===== config.mk =====
export PLATFORM = sky130hd
export DESIGN_NAME = base64_stream_decoder
export DESIGN_NICKNAME = d
export VERILOG_FILES = /design/src/rtl/b64d_pkg.sv /design/src/rtl/b64d_front.sv /design/src/rtl/b64d_queue.sv /design/src/rtl/b64d_back.sv /design/src/rtl/base64_stream_decoder.sv
export SDC_FILE = /design/constraint.sdc
export NUM_CORES = 1
export LEC_CHECK = 0
export BUFFER_PORTS_ARGS = -buffer_cell sky130_fd_sc_hd__buf_2
export CAP_MARGIN = 20
export CORE_ASPECT_RATIO = 1.4
export CORE_MARGIN = 1
export CORE_UTILIZATION = 35
export DETAILED_ROUTE_END_ITERATION = 16
export RECOVER_POWER = 100
export SLEW_MARGIN = 20
export SYNTH_ARGS = -nofsm -noshare
export SYNTH_HDL_FRONTEND = slang
export SYNTH_SLANG_ARGS = --single-unit

===== constraint.sdc =====
create_clock -name clock -period 3.5 [get_ports clock]
set_input_delay 0.175 -clock clock [delete_from_list [all_inputs] [get_ports clock]]
set_output_delay 0.175 -clock clock [all_outputs]
set_load 0.03 [all_outputs]

===== src/rtl/b64d_pkg.sv =====
`default_nettype none

package b64d_pkg;

   localparam int QUEUE_DEPTH = 4;
   localparam int QUEUE_PTR_W = $clog2(QUEUE_DEPTH);

   localparam logic [7:0] CHAR_CR    = 8'd13;
   localparam logic [7:0] CHAR_LF    = 8'd10;
   localparam logic [7:0] CHAR_PAD   = 8'h3d;
   localparam logic [7:0] CHAR_PLUS  = 8'h2b;
   localparam logic [7:0] CHAR_SLASH = 8'h2f;
   localparam logic [7:0] CHAR_UPPER_A = 8'h41;
   localparam logic [7:0] CHAR_UPPER_Z = 8'h5a;
   localparam logic [7:0] CHAR_LOWER_A = 8'h61;
   localparam logic [7:0] CHAR_LOWER_Z = 8'h7a;
   localparam logic [7:0] CHAR_DIGIT_0 = 8'h30;
   localparam logic [7:0] CHAR_DIGIT_9 = 8'h39;

   localparam logic [5:0] SEXTET_LOWER_BASE = 6'd26;
   localparam logic [5:0] SEXTET_DIGIT_BASE = 6'd52;
   localparam logic [5:0] SEXTET_PLUS       = 6'd62;
   localparam logic [5:0] SEXTET_SLASH      = 6'd63;

   // One queued job: up to three results produced by a single input character.
   typedef struct packed {
      logic [7:0] byte0;
      logic [7:0] byte1;
      logic [7:0] byte2;
      logic [1:0] last_idx;   // number of results minus one
      logic       has_bytes;
      logic       stream_last;
      logic       length_error;
   } job_type;

   function automatic logic [5:0] sextet_of(input logic [7:0] c);
      logic [5:0] v;
      v = 6'd0;
      if (c >= CHAR_UPPER_A && c <= CHAR_UPPER_Z) begin
         v = 6'(c - CHAR_UPPER_A);
      end else if (c >= CHAR_LOWER_A && c <= CHAR_LOWER_Z) begin
         v = 6'(c - CHAR_LOWER_A) + SEXTET_LOWER_BASE;
      end else if (c >= CHAR_DIGIT_0 && c <= CHAR_DIGIT_9) begin
         v = 6'(c - CHAR_DIGIT_0) + SEXTET_DIGIT_BASE;
      end else if (c == CHAR_PLUS) begin
         v = SEXTET_PLUS;
      end else if (c == CHAR_SLASH) begin
         v = SEXTET_SLASH;
      end
      return v;
   endfunction

endpackage

`default_nettype wire


===== src/rtl/b64d_front.sv =====
`default_nettype none

module b64d_front
   import b64d_pkg::*;
(
   input  wire logic       clock,
   input  wire logic       reset,
   input  wire logic       req_tvalid,
   output logic            req_tready,
   input  wire logic [7:0] req_tdata,   // [7:0] in_char
   input  wire logic       req_tlast,   // in_last
   input  wire logic       queue_full,
   output logic            push,
   output job_type         push_job
);

   logic [17:0] acc_ff, acc_in;
   logic [1:0]  pos_ff, pos_in;
   logic [1:0]  len_ff, len_in;
   logic        pad3_ff, pad3_in;

   logic        accept;
   logic        is_crlf;
   logic        is_pad;
   logic        completes;
   logic [5:0]  v;
   logic [7:0]  b0, b1, b2;

   assign req_tready = !queue_full;
   assign accept     = req_tvalid && req_tready;
   assign is_crlf    = (req_tdata == CHAR_CR) || (req_tdata == CHAR_LF);
   assign is_pad     = req_tdata == CHAR_PAD;
   assign v          = sextet_of(req_tdata);
   assign completes  = !is_crlf && (pos_ff == 2'd3);

   assign b0 = {acc_ff[17:12], acc_ff[11:10]};
   assign b1 = {acc_ff[9:6], acc_ff[5:2]};
   assign b2 = {acc_ff[1:0], v};

   always_comb begin
      len_in  = len_ff + 2'd1;
      acc_in  = acc_ff;
      pos_in  = pos_ff;
      pad3_in = pad3_ff;

      push_job              = '0;
      push_job.stream_last  = req_tlast;
      push_job.length_error = len_in != 2'd0;

      if (completes) begin
         push_job.has_bytes = 1'b1;
         push_job.byte0     = b0;
         push_job.byte1     = pad3_ff ? b2 : b1;
         push_job.byte2     = b2;
         push_job.last_idx  = 2'(!pad3_ff) + 2'(!is_pad);
         acc_in  = '0;
         pos_in  = 2'd0;
         pad3_in = 1'b0;
      end else if (!is_crlf) begin
         if (pos_ff == 2'd2) begin
            pad3_in = is_pad;
         end
         acc_in = {acc_ff[11:0], v};
         pos_in = pos_ff + 2'd1;
      end

      if (req_tlast) begin
         acc_in  = '0;
         pos_in  = 2'd0;
         len_in  = 2'd0;
         pad3_in = 1'b0;
      end

      push = accept && (completes || req_tlast);
   end

   always_ff @(posedge clock) begin
      if (reset) begin
         acc_ff  <= '0;
         pos_ff  <= '0;
         len_ff  <= '0;
         pad3_ff <= 1'b0;
      end else if (accept) begin
         acc_ff  <= acc_in;
         pos_ff  <= pos_in;
         len_ff  <= len_in;
         pad3_ff <= pad3_in;
      end
   end

   a_empty_job_is_final: assert property (@(posedge clock) disable iff (reset)
      push && !push_job.has_bytes |-> push_job.stream_last && push_job.last_idx == 2'd0)
      else $error("job without bytes is not a lone final result");

endmodule

`default_nettype wire


===== src/rtl/b64d_queue.sv =====
`default_nettype none

module b64d_queue
   import b64d_pkg::*;
(
   input  wire logic    clock,
   input  wire logic    reset,
   input  wire logic    push,
   input  wire job_type push_job,
   output logic         full,
   input  wire logic    pop,
   output job_type      head,
   output logic         empty
);

   job_type                  slots_ff [QUEUE_DEPTH];
   logic [QUEUE_PTR_W-1:0]   wr_ff, rd_ff;
   logic [QUEUE_PTR_W:0]     count_ff;

   assign full  = count_ff == (QUEUE_PTR_W+1)'(QUEUE_DEPTH);
   assign empty = count_ff == '0;
   assign head  = slots_ff[rd_ff];

   always_ff @(posedge clock) begin
      if (push) begin
         slots_ff[wr_ff] <= push_job;
      end
   end

   always_ff @(posedge clock) begin
      if (reset) begin
         wr_ff    <= '0;
         rd_ff    <= '0;
         count_ff <= '0;
      end else begin
         if (push) begin
            wr_ff <= wr_ff + QUEUE_PTR_W'(1);
         end
         if (pop) begin
            rd_ff <= rd_ff + QUEUE_PTR_W'(1);
         end
         count_ff <= count_ff + (QUEUE_PTR_W+1)'(push) - (QUEUE_PTR_W+1)'(pop);
      end
   end

   a_no_push_full: assert property (@(posedge clock) disable iff (reset)
      push |-> !full)
      else $error("push into full queue");

   a_no_pop_empty: assert property (@(posedge clock) disable iff (reset)
      pop |-> !empty)
      else $error("pop from empty queue");

endmodule

`default_nettype wire


===== src/rtl/b64d_back.sv =====
`default_nettype none

module b64d_back
   import b64d_pkg::*;
(
   input  wire logic       clock,
   input  wire logic       reset,
   input  wire job_type    head,
   input  wire logic       empty,
   output logic            pop,
   output logic            rsp_tvalid,
   input  wire logic       rsp_tready,
   output logic [7:0]      rsp_tdata,   // [7:0] out_byte
   output logic [2:0]      rsp_tuser,   // [0] byte_valid, [1] group_end, [2] length_error
   output logic            rsp_tlast    // stream_end
);

   logic [1:0] idx_ff, idx_in;
   logic       valid_ff;
   logic [7:0] byte_ff, byte_in;
   logic [2:0] user_ff, user_in;
   logic       last_ff, last_in;
   logic       load;
   logic       fin;

   assign load = !empty && (!valid_ff || rsp_tready);
   assign fin  = idx_ff == head.last_idx;
   assign pop  = load && fin;

   always_comb begin
      unique case (idx_ff)
         2'd0:    byte_in = head.byte0;
         2'd1:    byte_in = head.byte1;
         default: byte_in = head.byte2;
      endcase
      user_in = {fin && head.stream_last && head.length_error, fin, head.has_bytes};
      last_in = fin && head.stream_last;
      idx_in  = fin ? 2'd0 : idx_ff + 2'd1;
   end

   always_ff @(posedge clock) begin
      if (reset) begin
         valid_ff <= 1'b0;
         idx_ff   <= '0;
      end else begin
         if (load) begin
            valid_ff <= 1'b1;
            idx_ff   <= idx_in;
         end else if (rsp_tready) begin
            valid_ff <= 1'b0;
         end
      end
   end

   always_ff @(posedge clock) begin
      if (load) begin
         byte_ff <= byte_in;
         user_ff <= user_in;
         last_ff <= last_in;
      end
   end

   assign rsp_tvalid = valid_ff;
   assign rsp_tdata  = byte_ff;
   assign rsp_tuser  = user_ff;
   assign rsp_tlast  = last_ff;

   a_idx_in_range: assert property (@(posedge clock) disable iff (reset)
      !empty |-> idx_ff <= head.last_idx)
      else $error("result index beyond job");

   a_idx_zero_idle: assert property (@(posedge clock) disable iff (reset)
      empty |-> idx_ff == 2'd0)
      else $error("result index not cleared between jobs");

endmodule

`default_nettype wire


===== src/rtl/base64_stream_decoder.sv =====
`default_nettype none

// Channel  Direction  tdata            tuser                                    tlast
// req      in         [7:0] in_char    -                                        in_last
// rsp      out        [7:0] out_byte   [0] byte_valid [1] group_end [2] length_error  stream_end
//
// One character is taken per cycle while the job queue has room. Each
// result passes through the job queue and the output register, and the
// back end sends one result per cycle while rsp_tready is high. A character
// that completes a group yields up to three results (three per four characters).
// Synchronous reset clears group state, the job queue and the output valid flag.
// req_tready drops only while the four-entry job queue is full.

module base64_stream_decoder
   import b64d_pkg::*;
(
   input  wire logic       clock,
   input  wire logic       reset,
   input  wire logic       req_tvalid,
   output logic            req_tready,
   input  wire logic [7:0] req_tdata,   // [7:0] in_char
   input  wire logic       req_tlast,   // in_last
   output logic            rsp_tvalid,
   input  wire logic       rsp_tready,
   output logic [7:0]      rsp_tdata,   // [7:0] out_byte
   output logic [2:0]      rsp_tuser,   // [0] byte_valid, [1] group_end, [2] length_error
   output logic            rsp_tlast    // stream_end
);

   job_type push_job;
   job_type head;
   logic    push;
   logic    pop;
   logic    full;
   logic    empty;

   b64d_front u_front (
      .clock      (clock),
      .reset      (reset),
      .req_tvalid (req_tvalid),
      .req_tready (req_tready),
      .req_tdata  (req_tdata),
      .req_tlast  (req_tlast),
      .queue_full (full),
      .push       (push),
      .push_job   (push_job)
   );

   b64d_queue u_queue (
      .clock    (clock),
      .reset    (reset),
      .push     (push),
      .push_job (push_job),
      .full     (full),
      .pop      (pop),
      .head     (head),
      .empty    (empty)
   );

   b64d_back u_back (
      .clock      (clock),
      .reset      (reset),
      .head       (head),
      .empty      (empty),
      .pop        (pop),
      .rsp_tvalid (rsp_tvalid),
      .rsp_tready (rsp_tready),
      .rsp_tdata  (rsp_tdata),
      .rsp_tuser  (rsp_tuser),
      .rsp_tlast  (rsp_tlast)
   );

endmodule

`default_nettype wire

==> summary.txt <==
status -> finished, violations left
failing checks -> capacitance limit, slew limit
flop and latch count out of synthesis -> 163
Worst Tran Pin Value -> 1.60 ns
synth unique cells -> 57
Cells after Synth -> 466
commonest non-fill, non-tap cell in the layout -> edfxtp_1
DR iter-0 viols -> 315
Worst-path clk slew -> 0.07 ns
Rel. slew slack -> -8.27%
ANT cells -> 0
max-slew violation count -> 14
CP max FO -> 6
period utilization -> 87.5%
Cell Area, Synth -> 7050 um^2
Avg WL per Cell -> 17.7 um
GRT Total Usage -> 14.0%
TritonCTS Buffers -> 17
Worst EP arrival -> 3.35 ns
pwr/cell area -> 664 nW/um^2
clock network power share -> 35.0%
Max Fclk -> 327 MHz
largest net degree at the start of global routing -> 38
global route overflow -> 0
switching power total -> 1450 uW
DRC -> 0
crit path cell chain -> mux4_2 > xnor2_1 > nand2_1 > nor2_2 > ha_1 > inv_1 > ha_1 > inv_1 > fa_1 > xor2_1 > xnor2_1 > nor2_1
# port buffers -> 26
placed cells -> 730
post_cts resized -> 0
HP Class -> in2reg
TritonRoute pass-1 iters -> 4
CP required -> 3.79 ns
drt via density -> 5.15
Flop pwr share -> 44.9%
synthesis-to-finish area growth -> 13.2%
first-pass GRT wire length -> 21500 um
I/O pin total -> 27
core area -> 19800 um^2
total wire length -> 13500 um
die area -> 20700 um^2
Max Cap Violations -> 1
die width -> 122 um
Place WS -> 0.547 ns
Sw Ratio -> 27.4%
post-DP HPWL -> 8870 um
RSZ-0062 raised after global routing -> false
# H-tree levels -> 4
DR vias -> 3925
final setup vio count -> 0
cell-internal power -> 3840 uW
Die Y -> 170 um
critical path launch point type -> flop
top_reg_cell synth -> edfxtp_1
CP peak stage delay -> 0.56 ns
Nets -> 533
Non-Filler Instances -> 762
Placer Congestion -> 0.807
Root Driver -> clkbuf_16
Post-synth EDFFs -> 128
CTS tree -> done
Layout Skew -> 0.0117 ns
CP max-delay cell -> mux4_2
Fin. Hold Viols -> 0
final setup TNS -> 0 ns
Clk Latency, worst-skew pair -> 0.42 ns
Initial Utilization -> 35.6%
FFs w/ async S/R, synth -> 0%
Seq/Total Area, Yosys -> 64.5%
critical path class -> reg2reg
min cycle time layout -> 3.06 ns
vias in the first global route -> 4029
Leak -> 0.00260 uW
clock sink count -> 163
CP endpoint kind -> flop
postcts setup bufs -> 0
Max VDD drop -> 278 uV
most frequent cells in the layout -> edfxtp_1, dfxtp_1, nor2_1
initial antenna violation count -> 0
Syn Area/Cell -> 15.1 um^2
Mapped Nets -> 502
Gate power share -> 20.1%
layout cells sized above 1 -> 16.9%
post-route ant nets -> 0
yosys warns -> 0
hold buffers post-CTS -> 0
Clock Tree Buf Depth -> 2
Rows -> 61
setup slack after layout -> 0.439 ns
==> synthesized netlist by cell type (5+ instances only) <==
library cell  instances  area share [%]
nand2_1              10            0.53
nand3_1               8            0.57
a22oi_1              12             1.3
nand2b_1              6            0.53
nor2b_1              12             1.1
nor2_1               30             1.6
dfxtp_1              35             9.9
o31ai_1               9            0.96
nand3b_1              5            0.53
a221o_1               8             1.1
xor2_1                5            0.62
inv_1                21             1.1
ha_1                 22             3.9
mux4_2               29             9.3
and2_1               18             1.6
a21oi_1              14            0.99
o21ai_0               8            0.57
clkbuf_1             14            0.75
edfxtp_1            128              55
nor3_1               11            0.78
==> worst max-delay path: cells and delay by family, from the launching register on <==
kind | cells | cell delay, ns
fa+ha+maj | 3 | 0.76
flops | 1 | 0.54
xor+xnor | 3 | 0.54
buf+inv | 2 | 0.11
mux | 1 | 0.56
simple gates | 3 | 0.42
==> power by group through the flow <==
stage	Sequential [uW]	Clock, uW	Combinational, uW
2_1_floorplan	2560	0	700
3_3_place_gp	2410	0	1110
3_5_place_dp	2420	0	1130
4_1_cts	2380	1890	1130
5_1_grt	2400	1960	1170
6_report	2380	1850	1060
==> through the flow <==
| stage | total power [uW] | util [%] | hold slack, ns | cell area [um^2] |
|---|---|---|---|---|
| final | 5290 | 40.3 | 0.0258 | 7970 |
| after global routing | 5530 | 40.3 | 0.0563 | 7970 |
| after detailed placement | 3540 | 37.6 | 0.457 | 7440 |
| after floorplan | 3260 | - | 0.274 | 7050 |
| after CTS | 5400 | 40.7 | 0.00614 | 8040 |
| after global placement | 3520 | 37.6 | 0.442 | 7440 |
==> kinds of logic after synthesis <==
kind of cell	synth area share, %
DFF	64.5
and+or+nand+nor	9.16
AOI/OAI and AO/OA	8.13
buffers and inverters	2.73
muxes	10.2
adders and majority gates	4.19
xor gates and xnor gates	1.12
==> layout make-up <==
type	count	area [um^2]
clock buffer	19	433
clock inverter	13	161
fill	1801	11800
inverter	22	82.6
multi-input combinational	259	2280
sequential	163	4540
tap	252	315
timing repair buffer	34	154
==> per-layer routing <==
metal  share of wire [%]  global-route usage (%)  vias up
met2                  55                    25.5       82
met1                  40                    15.5     1968
met4                 1.7                    6.01        0
li1                    -                       -     1859
met3                 3.1                    2.98       16
met5                   0                       0        -
==> state kept, by name (all words and copies together), names as in the netlist, named ones only <==
name	count
u_queue.count_ff	3
u_queue.wr_ff	2
u_back.rsp_tvalid	1
u_back.rsp_tlast	1
u_queue.slots_ff	116
u_front.acc_ff	18
u_back.rsp_tdata	8
u_front.pos_ff	2
u_front.pad3_ff	1
u_front.len_ff	2
u_queue.rd_ff	2
u_back.rsp_tuser	3
u_back.idx_ff	2
==> final timing paths <==
check	slack, ns	depth (start not counted)	to	start
worst min-delay path	0.03	4	u_back.rsp_tvalid$_SDFFE_PP0P_	rsp_tready
worst max register to register	0.44	12	u_queue.count_ff[2]$_SDFF_PP0_	flop
worst min register to register	0.47	2	u_back.rsp_tvalid$_SDFFE_PP0P_	u_back.rsp_tvalid$_SDFFE_PP0P_
worst max-delay path	0.44	12	u_queue.count_ff[2]$_SDFF_PP0_	flop
No activity file was read; power rests on OpenSTA's default activity.
